===== src/rtl/crossing_period_averager_top_assert.svh =====
// ----------------------------------------------------------------------------
// crossing period averager assertion macros
// shared checking shorthands for the averager rtl
// ----------------------------------------------------------------------------
`ifndef CROSSING_PERIOD_AVERAGER_TOP_ASSERT_SVH
`define CROSSING_PERIOD_AVERAGER_TOP_ASSERT_SVH

// condition must hold at every edge out of reset
`define CPA_ASSERT_ALWAYS(lbl, cond, msg) \
  lbl: assert property (@(posedge clk) disable iff (rst) (cond)) else $error(msg);

// consequence must hold in the cycle after the antecedent
`define CPA_ASSERT_NEXT(lbl, ante, cons, msg) \
  lbl: assert property (@(posedge clk) disable iff (rst) (ante) |=> (cons)) else $error(msg);

`endif


===== src/rtl/cpa_pkg.sv =====
// ----------------------------------------------------------------------------
// crossing period averager package
// fixed field widths of the averager ports
// ----------------------------------------------------------------------------
package cpa_pkg;

  // sample field width
  localparam int SAMPLE_W = 24;
  // average period field width
  localparam int AVG_W = 18;
  // fraction bits of the average (sixteenths of a sample)
  localparam int FRAC_W = 4;

endpackage


===== src/rtl/crossing_period_averager_top.sv =====
// ----------------------------------------------------------------------------
// crossing period averager
// period estimate from level changes of a clipped wave, with moving average
// ----------------------------------------------------------------------------
// usage
//   input channel: sample_valid / sample_ready / sample, one signed sample
//   per item. output channel: average_valid / average_ready / average_period,
//   exactly one result item for every input item, in order.
//   the accepting edge updates the state and loads the running sum and stage
//   one; the divide then loads the output register from stage one once that
//   register is empty or being taken.
//   throughput: one item per cycle; sample_ready stays high while the output
//   register is empty or being taken, so items flow back to back.
//   stall: when average_ready is low the result holds in the output register,
//   the item behind it waits in the first stage, and sample_ready drops only
//   once both are full.
//   reset: rst clears the position counter, crossing flag, history ring,
//   running sum and both valid flags; the first result after reset averages
//   an all-zero history.
//   average_period is the sum of the history entries times 16 divided by
//   HISTORY_DEPTH, truncated toward zero and reduced to its field width.
// ----------------------------------------------------------------------------
`include "crossing_period_averager_top_assert.svh"

module crossing_period_averager_top #(
  parameter int WRAP_LENGTH   = 4096,
  parameter int HISTORY_DEPTH = 5
) (
  input  logic                                clk,
  input  logic                                rst,
  input  logic                                sample_valid,
  output logic                                sample_ready,
  input  logic signed [cpa_pkg::SAMPLE_W-1:0] sample,
  output logic                                average_valid,
  input  logic                                average_ready,
  output logic signed [cpa_pkg::AVG_W-1:0]    average_period
);

  import cpa_pkg::*;

  // position counter, history entry, slot and running sum widths
  localparam int POS_W   = $clog2(WRAP_LENGTH);
  localparam int ENTRY_W = POS_W + 2;
  localparam int SLOT_W  = (HISTORY_DEPTH > 1) ? $clog2(HISTORY_DEPTH) : 1;
  localparam int SUM_W   = ENTRY_W + $clog2(HISTORY_DEPTH);
  // scaled magnitude and reciprocal for the constant divide
  localparam int NUM_W   = SUM_W + FRAC_W;
  localparam int DIV_S   = NUM_W + $clog2(HISTORY_DEPTH);
  localparam int QX_W    = NUM_W + AVG_W;
  localparam logic [63:0] RECIP_FULL =
    ((64'd1 << DIV_S) + 64'(HISTORY_DEPTH) - 64'd1) / 64'(HISTORY_DEPTH);
  localparam logic [NUM_W:0] RECIP = RECIP_FULL[NUM_W:0];
  localparam logic [POS_W-1:0]  POS_LAST  = POS_W'(WRAP_LENGTH - 1);
  localparam logic [SLOT_W-1:0] SLOT_LAST = SLOT_W'(HISTORY_DEPTH - 1);

  // ---------------------------------------------------------------- handshake
  logic s1_valid;
  logic s2_load;
  logic accept;
  logic out_fire;

  // the divide stage loads whenever the output register is free or draining
  assign out_fire     = average_valid && average_ready;
  assign s2_load      = s1_valid && (!average_valid || average_ready);
  assign sample_ready = !s1_valid || s2_load;
  assign accept       = sample_valid && sample_ready;

  // ------------------------------------------------------------ state update
  logic [SAMPLE_W-1:0]              previous_sample;
  logic [POS_W-1:0]                 write_position;
  logic                             crossings_seen;
  logic [POS_W-1:0]                 first_position;
  logic signed [ENTRY_W-1:0]        period_history [HISTORY_DEPTH];
  logic [SLOT_W-1:0]                history_slot;
  logic signed [SUM_W-1:0]          period_sum;

  logic                             crossing;
  logic                             second;
  logic signed [POS_W:0]            pos_diff;
  logic signed [ENTRY_W-1:0]        entry_new;
  logic signed [ENTRY_W-1:0]        entry_old;
  logic signed [SUM_W-1:0]          period_sum_next;
  logic [POS_W-1:0]                 write_position_next;
  logic [SLOT_W-1:0]                history_slot_next;

  // a crossing is a change of level at any position but zero
  assign crossing = (write_position != '0) && (sample != previous_sample);
  assign second   = crossing && crossings_seen;

  // twice the signed distance between the two crossings; goes negative when
  // the position wrapped in between
  assign pos_diff  = $signed({1'b0, write_position}) - $signed({1'b0, first_position});
  assign entry_new = {pos_diff, 1'b0};
  assign entry_old = period_history[history_slot];

  // running sum follows the ring: drop the overwritten entry, add the new one
  assign period_sum_next = period_sum + SUM_W'(entry_new) - SUM_W'(entry_old);

  always_comb begin
    if (second) begin
      write_position_next = '0;
    end else if (write_position == POS_LAST) begin
      write_position_next = '0;
    end else begin
      write_position_next = write_position + 1'b1;
    end
  end

  assign history_slot_next = (history_slot == SLOT_LAST) ? '0 : history_slot + 1'b1;

  always_ff @(posedge clk) begin
    if (rst) begin
      previous_sample <= '0;
      write_position  <= '0;
      crossings_seen  <= 1'b0;
      first_position  <= '0;
      history_slot    <= '0;
      period_sum      <= '0;
      for (int i = 0; i < HISTORY_DEPTH; i++) begin
        period_history[i] <= '0;
      end
    end else if (accept) begin
      previous_sample <= sample;
      write_position  <= write_position_next;
      if (second) begin
        crossings_seen               <= 1'b0;
        period_history[history_slot] <= entry_new;
        history_slot                 <= history_slot_next;
        period_sum                   <= period_sum_next;
      end else if (crossing) begin
        crossings_seen <= 1'b1;
        first_position <= write_position;
      end
    end
  end

  // stage one holds the sum as it stands after its item
  logic signed [SUM_W-1:0] s1_sum;

  always_ff @(posedge clk) begin
    if (rst) begin
      s1_valid <= 1'b0;
    end else if (accept) begin
      s1_valid <= 1'b1;
    end else if (s2_load) begin
      s1_valid <= 1'b0;
    end
  end

  always_ff @(posedge clk) begin
    if (accept) begin
      s1_sum <= second ? period_sum_next : period_sum;
    end
  end

  // ------------------------------------------------------------- divide stage
  // truncating divide of 16 * sum by the depth: magnitude times a rounded-up
  // reciprocal, shifted down, sign put back
  logic                       sum_neg;
  logic [SUM_W-1:0]           sum_mag;
  logic [NUM_W-1:0]           numer;
  logic [2*NUM_W:0]           product;
  logic [2*NUM_W:0]           shifted;
  logic [QX_W-1:0]            quot_ext;
  logic [QX_W-1:0]            quot_signed;
  logic signed [AVG_W-1:0]    average_period_next;

  assign sum_neg     = s1_sum[SUM_W-1];
  assign sum_mag     = sum_neg ? SUM_W'(-s1_sum) : SUM_W'(s1_sum);
  assign numer       = {sum_mag, {FRAC_W{1'b0}}};
  assign product     = (2*NUM_W+1)'(numer) * (2*NUM_W+1)'(RECIP);
  assign shifted     = product >> DIV_S;
  assign quot_ext    = QX_W'(shifted[NUM_W-1:0]);
  assign quot_signed = sum_neg ? (~quot_ext + 1'b1) : quot_ext;
  assign average_period_next = $signed(quot_signed[AVG_W-1:0]);

  always_ff @(posedge clk) begin
    if (rst) begin
      average_valid <= 1'b0;
    end else if (s2_load) begin
      average_valid <= 1'b1;
    end else if (out_fire) begin
      average_valid <= 1'b0;
    end
  end

  always_ff @(posedge clk) begin
    if (s2_load) begin
      average_period <= average_period_next;
    end
  end

  // ---------------------------------------------------------------- checks
  `CPA_ASSERT_ALWAYS(a_pos_range, write_position <= POS_LAST, "write position past wrap")
  `CPA_ASSERT_ALWAYS(a_slot_range, history_slot <= SLOT_LAST, "history slot out of range")
  `CPA_ASSERT_NEXT(a_second_clears, accept && second, write_position == '0 && !crossings_seen, "second crossing did not restart the count")
  `CPA_ASSERT_NEXT(a_s1_holds, s1_valid && average_valid && !average_ready, s1_valid && $stable(s1_sum), "stage one lost its item under stall")

endmodule


===== config.mk =====
export PLATFORM = sky130hd
export DESIGN_NAME = crossing_period_averager_top
export DESIGN_NICKNAME = d
export VERILOG_FILES = /design/src/rtl/cpa_pkg.sv /design/src/rtl/crossing_period_averager_top.sv
export VERILOG_INCLUDE_DIRS = /design/src /design/src/rtl
export SDC_FILE = /design/constraint.sdc
export NUM_CORES = 1
export LEC_CHECK = 0
export ABC_AREA = 0
export BUFFER_PORTS_ARGS = -buffer_cell sky130_fd_sc_hd__buf_2
export CAP_MARGIN = 10
export CORE_ASPECT_RATIO = 1.4
export CORE_MARGIN = 3
export CORE_UTILIZATION = 61
export CTS_CLUSTER_SIZE = 20
export DETAILED_ROUTE_END_ITERATION = 6
export GPL_TIMING_DRIVEN = 0
export PLACE_DENSITY = 0.82
export RECOVER_POWER = 50
export SYNTH_ARGS = -nofsm -noshare
export SYNTH_HDL_FRONTEND = slang
export SYNTH_SLANG_ARGS = --single-unit

===== constraint.sdc =====
create_clock -name clk -period 9.4 [get_ports clk]
set_input_delay 1.88 -clock clk [delete_from_list [all_inputs] [get_ports clk]]
set_output_delay 1.88 -clock clk [all_outputs]
set_load 0.05 [all_outputs]

==> results of run 1 <==
per-stage QoR:
stage / worst slack [ns] / utilization / instances / instance area (sq um) / hold slack [ns]
3_3_place_gp: 1.29 / 0.652 / 1789 / 15800 / 0.453
4_1_cts: 1.04 / 0.683 / 1830 / 16600 / 0.467
6_report: 1.02 / 0.680 / 1830 / 16500 / 0.467
5_1_grt: 0.387 / 0.680 / 1830 / 16500 / 0.486
2_1_floorplan: 1.93 / - / 1432 / 15200 / 0.448
3_5_place_dp: 1.06 / 0.655 / 1793 / 15900 / 0.458
state kept, by name, summed over array words and instances, names as in the netlist, 3 cells and up, named ones only:
signal           cells
period_history     104
previous_sample     24
average_period      18
period_sum          16
s1_sum              16
first_position      12
write_position      12
history_slot         3
layout make-up:
class / count / share of cell area
Clock inverter: 12 / 0.00752
Buffer: 43 / 0.0106
Inverter: 222 / 0.0507
Clock buffer: 25 / 0.0347
Tap cell: 310 / 0.0236
Timing Repair Buffer: 51 / 0.0135
Sequential cell: 211 / 0.340
Multi-Input combinational cell: 956 / 0.519
worst paths after layout:
| check | start | end | slack (ns) | cells past startpoint |
|---|---|---|---|---|
| max | s1_sum[3]$_DFFE_PP_ | average_period[17]$_DFFE_PP_ | 1.02 | 28 |
| max reg2reg | s1_sum[3]$_DFFE_PP_ | average_period[17]$_DFFE_PP_ | 1.02 | 28 |
| min reg2reg | previous_sample[3]$_SDFFE_PP0P_ | previous_sample[3]$_SDFFE_PP0P_ | 0.47 | 2 |
| min | previous_sample[3]$_SDFFE_PP0P_ | previous_sample[3]$_SDFFE_PP0P_ | 0.47 | 2 |
cells by family (layout without fill, tap and decap cells):
family,count (synthesis),after routing,share of synthesized area
fa+ha+maj,252,252,0.256
buf+inv,265,353,0.0665
mux,64,64,0.0644
other cells,2,4,0.000495
flops,211,211,0.370
simple gates,353,353,0.104
xor+xnor,105,105,0.0625
compound gates,178,178,0.0758
critical path, delay by kind of cell (launching register included):
| family | cells | cell delay [ns] |
|---|---|---|
| AOI/OAI and AO/OA | 7 | 1.69 |
| xor gates and xnor gates | 2 | 0.31 |
| adders and majority gates | 7 | 3.44 |
| buffers and inverters | 4 | 0.24 |
| and+or+nand+nor | 7 | 1.72 |
| muxes | 1 | 0.24 |
| DFF | 1 | 0.47 |
layer usage:
metal | GRT usage | share of wire | vias to the layer above
li1 | - | - | 4966
met3 | 0.0280 | 0.035 | 101
met1 | 0.260 | 0.36 | 5053
met5 | 0 | 0 | -
met2 | 0.493 | 0.55 | 236
met4 | 0.139 | 0.060 | 0
cell usage in the layout (no fill, tap or decap), types with 40 or more instances in the layout:
| cell type | n |
|---|---|
| clkbuf_1 | 65 |
| edfxtp_1 | 138 |
| ha_1 | 154 |
| nand2_1 | 106 |
| fa_1 | 98 |
| dfxtp_1 | 73 |
| nor2_1 | 143 |
| xnor2_1 | 62 |
| a21oi_1 | 70 |
| inv_1 | 221 |
| xor2_1 | 40 |
==> results by group, run 1 <==
Status
  • Status: finished, final reports clean

Final layout
  • Area delta synth->final: 8.59%
  • N_diodes: 0
  • Area occupied by multi-input gates: 0.00855 sq mm
  • Fillers: 1811
  • Layout Nets: 1786
  • Ratio of cells with drive above 1 in the final layout: 0.0796
  • Storage cell area: 0.00561 sq mm

Synthesis
  • Async set-reset flop share out of synthesis: 0
  • Synth area leaders: edfxtp_1 (27%), fa_1 (13%), ha_1 (13%)
  • Post-synthesis cell area: 0.0152 sq mm
  • Library cells used by synthesis: 73
  • Top FF cell, synth: edfxtp_1
  • Post-synthesis sequential area ratio: 0.370
  • Number of synthesized flops with an enable pin: 138
  • Yosys Warn Count: 0
  • Top cell type's share of synthesized area: 0.273
  • Synth top cells by count: inv_1 (221), ha_1 (154), nor2_1 (143)
  • Synth Register Bits: 211
  • Most frequent cell after synthesis: inv_1
  • Synth area leader: edfxtp_1
  • Post-Synthesis Cells: 1430
  • Avg Inst Size Synth: 10.6 sq um

Global routing
  • Largest net degree at the start of global routing: 26
  • GRT Overall Usage: 0.252
  • Wire length of the first global-routing pass: 54.1 mm
  • Vias in the first global route: 11100
  • Initial antenna violation count: 0
  • Overflow after GRT: 0

Worst setup path
  • Slowest CP cell: fa_1
  • CP Launch Type: flop
  • Most Frequent Cell on Critical Path: fa_1
  • CP peak stage delay: 0.56 ns
  • Worst Path Required: 9.65 ns
  • CP max FO: 6
  • Setup crit end kind: flop
  • Type of the worst setup path: reg -> reg
  • Crit path DAT: 8.63 ns

Clock tree
  • Post-cts sizing count: 0
  • Setup Fix Bufs, Post-CTS: 0
  • Skew-Pair Late Insertion Delay: 0.50 ns
  • # hold bufs at CTS: 0
  • CTS sink count: 211
  • CTS tree: built
  • Reg clk slew, reported paths: 0.07 ns
  • CTS H-Tree Depth: 1
  • CTS Buf Count: 21
  • Max clock buf depth: 3
  • Clk root buf: clkbuf_16

Floorplan
  • Cell row count: 67
  • Die width: 139 um
  • Die span in y: 193 um
  • Core box area: 0.0242 sq mm
  • I/O pins: 48
  • Initial Util: 0.626
  • DIE AREA: 0.0268 sq mm

Detailed routing
  • DR vias: 10400
  • Routed Antenna Nets: 0
  • Drt total wl: 33.0 mm
  • DRT iter0 DRCs: 457
  • Via/cell ratio: 5.66
  • Routed length per instance: 18.1 um
  • DRC errors left: 0
  • Pre-Repair DR Iteration Count: 4

Timing
  • RSZ-0062 raised after global routing: false
  • Clk_skew: 0.0111 ns
  • Fmax: 119 MHz
  • Setup TNS: 0 ns
  • Tcrit/Tclk final: 0.891
  • Fin. Hold Viols: 0
  • Tmin final: 8.38 ns
  • Final-report setup violation count: 0
  • Slew @ Worst Pin: 1.24 ns
  • Slew HR: 0.175
  • Max-slew violation count: 0

Job
  • Max Cap Viol: 0

Placed design
  • Final GP Congestion: 0.930
  • DP HPWL: 26.4 mm
  • Port Buffers: 47

Min path
  • Hold Path Class: reg -> reg
Power of run 1 is left out: the tool's default activity adds up to more than one toggle a clock period on the data nets, which glitch-free logic cannot reach.
==> inputs of run 2 (changes only) <==
--- a/config.mk
+++ b/config.mk
@@ -9,8 +9,7 @@
 export ABC_AREA = 0
 export BUFFER_PORTS_ARGS = -buffer_cell sky130_fd_sc_hd__buf_2
 export CAP_MARGIN = 10
-export CORE_ASPECT_RATIO = 1.4
-export CORE_MARGIN = 3
+export CORE_MARGIN = 5
 export CORE_UTILIZATION = 61
 export CTS_CLUSTER_SIZE = 20
 export DETAILED_ROUTE_END_ITERATION = 6
==> results by group, run 2 (synthesized netlist as in run 1, its figures left out) <==
Detailed routing
  • Via/cell ratio: 5.69
  • Pre-Repair DR Iteration Count: 7
  • DRT iter0 DRCs: 748
  • Drt total wl: 33.1 mm
  • Routed length per instance: 17.9 um
  • DRC errors left: 0
  • DR vias: 10500
  • Routed Antenna Nets: 0

Clock tree
  • # hold bufs at CTS: 0
  • Setup Fix Bufs, Post-CTS: 0
  • CTS Buf Count: 24
  • CTS sink count: 211
  • Post-cts sizing count: 0
  • Clk root buf: clkbuf_16
  • Reg clk slew, reported paths: 0.06 ns
  • CTS tree: built
  • Skew-Pair Late Insertion Delay: 0.52 ns
  • Max clock buf depth: 3
  • CTS H-Tree Depth: 1

Final layout
  • Commonest non-fill, non-tap cell in the layout: inv_1
  • Area delta synth->final: 9.65%
  • Largest register by flop count: period_history
  • Max reg flops: 104
  • Area occupied by multi-input gates: 0.00855 sq mm
  • Fillers: 1781
  • N_diodes: 0
  • Post-layout util: 0.682
  • Layout Nets: 1790
  • Largest regs: period_history: 104 flops, previous_sample: 24 flops, average_period: 18 flops
  • Storage cell area: 0.00561 sq mm
  • Commonest cells after routing, fill and taps aside: inv_1 (221), ha_1 (154), nor2_1 (143)
  • Ratio of cells with drive above 1 in the final layout: 0.0851

Global routing
  • Largest net degree at the start of global routing: 26
  • Wire length of the first global-routing pass: 55.2 mm
  • Overflow after GRT: 0
  • Met1 Usage GRT: 0.318
  • GRT Overall Usage: 0.240
  • GRT Max-Usage Layer: met2
  • M3 GR Usage: 0.0387
  • Vias in the first global route: 11100
  • Initial antenna violation count: 0
  • Met2 usage: 0.415

Timing
  • Setup TNS: 0 ns
  • Tmin final: 8.44 ns
  • Max-slew violation count: 0
  • Slew HR: 0.249
  • Fin worst setup slack: 0.962 ns
  • Tcrit/Tclk final: 0.898
  • Slew @ Worst Pin: 1.13 ns
  • Fin. Hold Viols: 0
  • RSZ-0062 raised after global routing: false
  • Fmax: 119 MHz
  • Hold WS: 0.466 ns
  • Final-report setup violation count: 0
  • Clk_skew: 0.0159 ns

Worst setup path
  • CP Launch Type: flop
  • Slowest CP cell: nor4_1
  • Worst Path Required: 9.67 ns
  • Critical path depth in cells: 28
  • CP peak stage delay: 0.60 ns
  • Crit path DAT: 8.70 ns
  • Worst Path Buf+Inv: 4
  • Setup crit end kind: flop
  • CP top delay family: adder cells
  • CP max FO: 6
  • Reg2Reg Depth: 28
  • Type of the worst setup path: reg -> reg
  • Most Frequent Cell on Critical Path: fa_1

Floorplan
  • Die span in y: 168 um
  • I/O pins: 48
  • Die width: 168 um
  • Cell row count: 57
  • DIE AREA: 0.0281 sq mm
  • Initial Util: 0.622
  • Core box area: 0.0244 sq mm

Placed design
  • DP Worst Slack: 1.13 ns
  • DP HPWL: 25.8 mm
  • Final GP Congestion: 0.889
  • Port Buffers: 47

Status
  • Status: finished, final reports clean

Min path
  • Hold Path Class: reg -> reg
  • Hold depth: 2

Job
  • Max Cap Viol: 0
-- run 2: cell count changes in the layout (fill, tap and decap cells not counted) --
cell / delta
clkbuf_16: +3
clkinv_4: +2
buf_2: +1
buf_6: +1
bufinv_16: +1
clkbuf_1: -1
clkbuf_8: -1
clkinv_8: +1
inv_4: +1
-- run 2: worst paths after layout --
path	startpoint	to	slack, ns
setup / recovery	s1_sum[3]$_DFFE_PP_	average_period[17]$_DFFE_PP_	0.96
setup reg to reg	s1_sum[3]$_DFFE_PP_	average_period[17]$_DFFE_PP_	0.96
hold reg to reg	previous_sample[4]$_SDFFE_PP0P_	previous_sample[4]$_SDFFE_PP0P_	0.47
hold / removal	previous_sample[4]$_SDFFE_PP0P_	previous_sample[4]$_SDFFE_PP0P_	0.47
-- run 2: cell type report --
type                    count  share of cell area
plain buffers              43              0.0105
inverters                 222              0.0502
well taps                 324              0.0244
clock buffers              27              0.0381
multi-input cells         956               0.514
repair buffers             52              0.0141
flip-flops and latches    211               0.337
clock inverters            17              0.0117
-- run 2: metrics by stage --
stage               std cells  area, sq um
CTS                      1851        16700
detailed placement       1807        15900
floorplan                1432        15200
global placement         1803        15800
global route             1852        16600
finish                   1852        16600
-- run 2: worst reg2reg max path, delay by kind of cell, from the launching register on --
| family | cells | cell delay [ns] |
|---|---|---|
| adder cells (fa/ha/maj) | 7 | 3.41 |
| buffers and inverters | 4 | 0.23 |
| AO/OA/AOI/OAI | 7 | 1.70 |
| multiplexers | 1 | 0.22 |
| AND/OR/NAND/NOR | 7 | 1.85 |
| flip-flops | 1 | 0.46 |
| XOR/XNOR | 2 | 0.28 |
-- run 2: routing by layer --
metal | up-vias | part of all wire
met4 | 0 | 0.022
met1 | 5133 | 0.41
met2 | 355 | 0.50
met3 | 63 | 0.066
met5 | - | 0
li1 | 4988 | -
Power of run 2 is left out for the same reason.
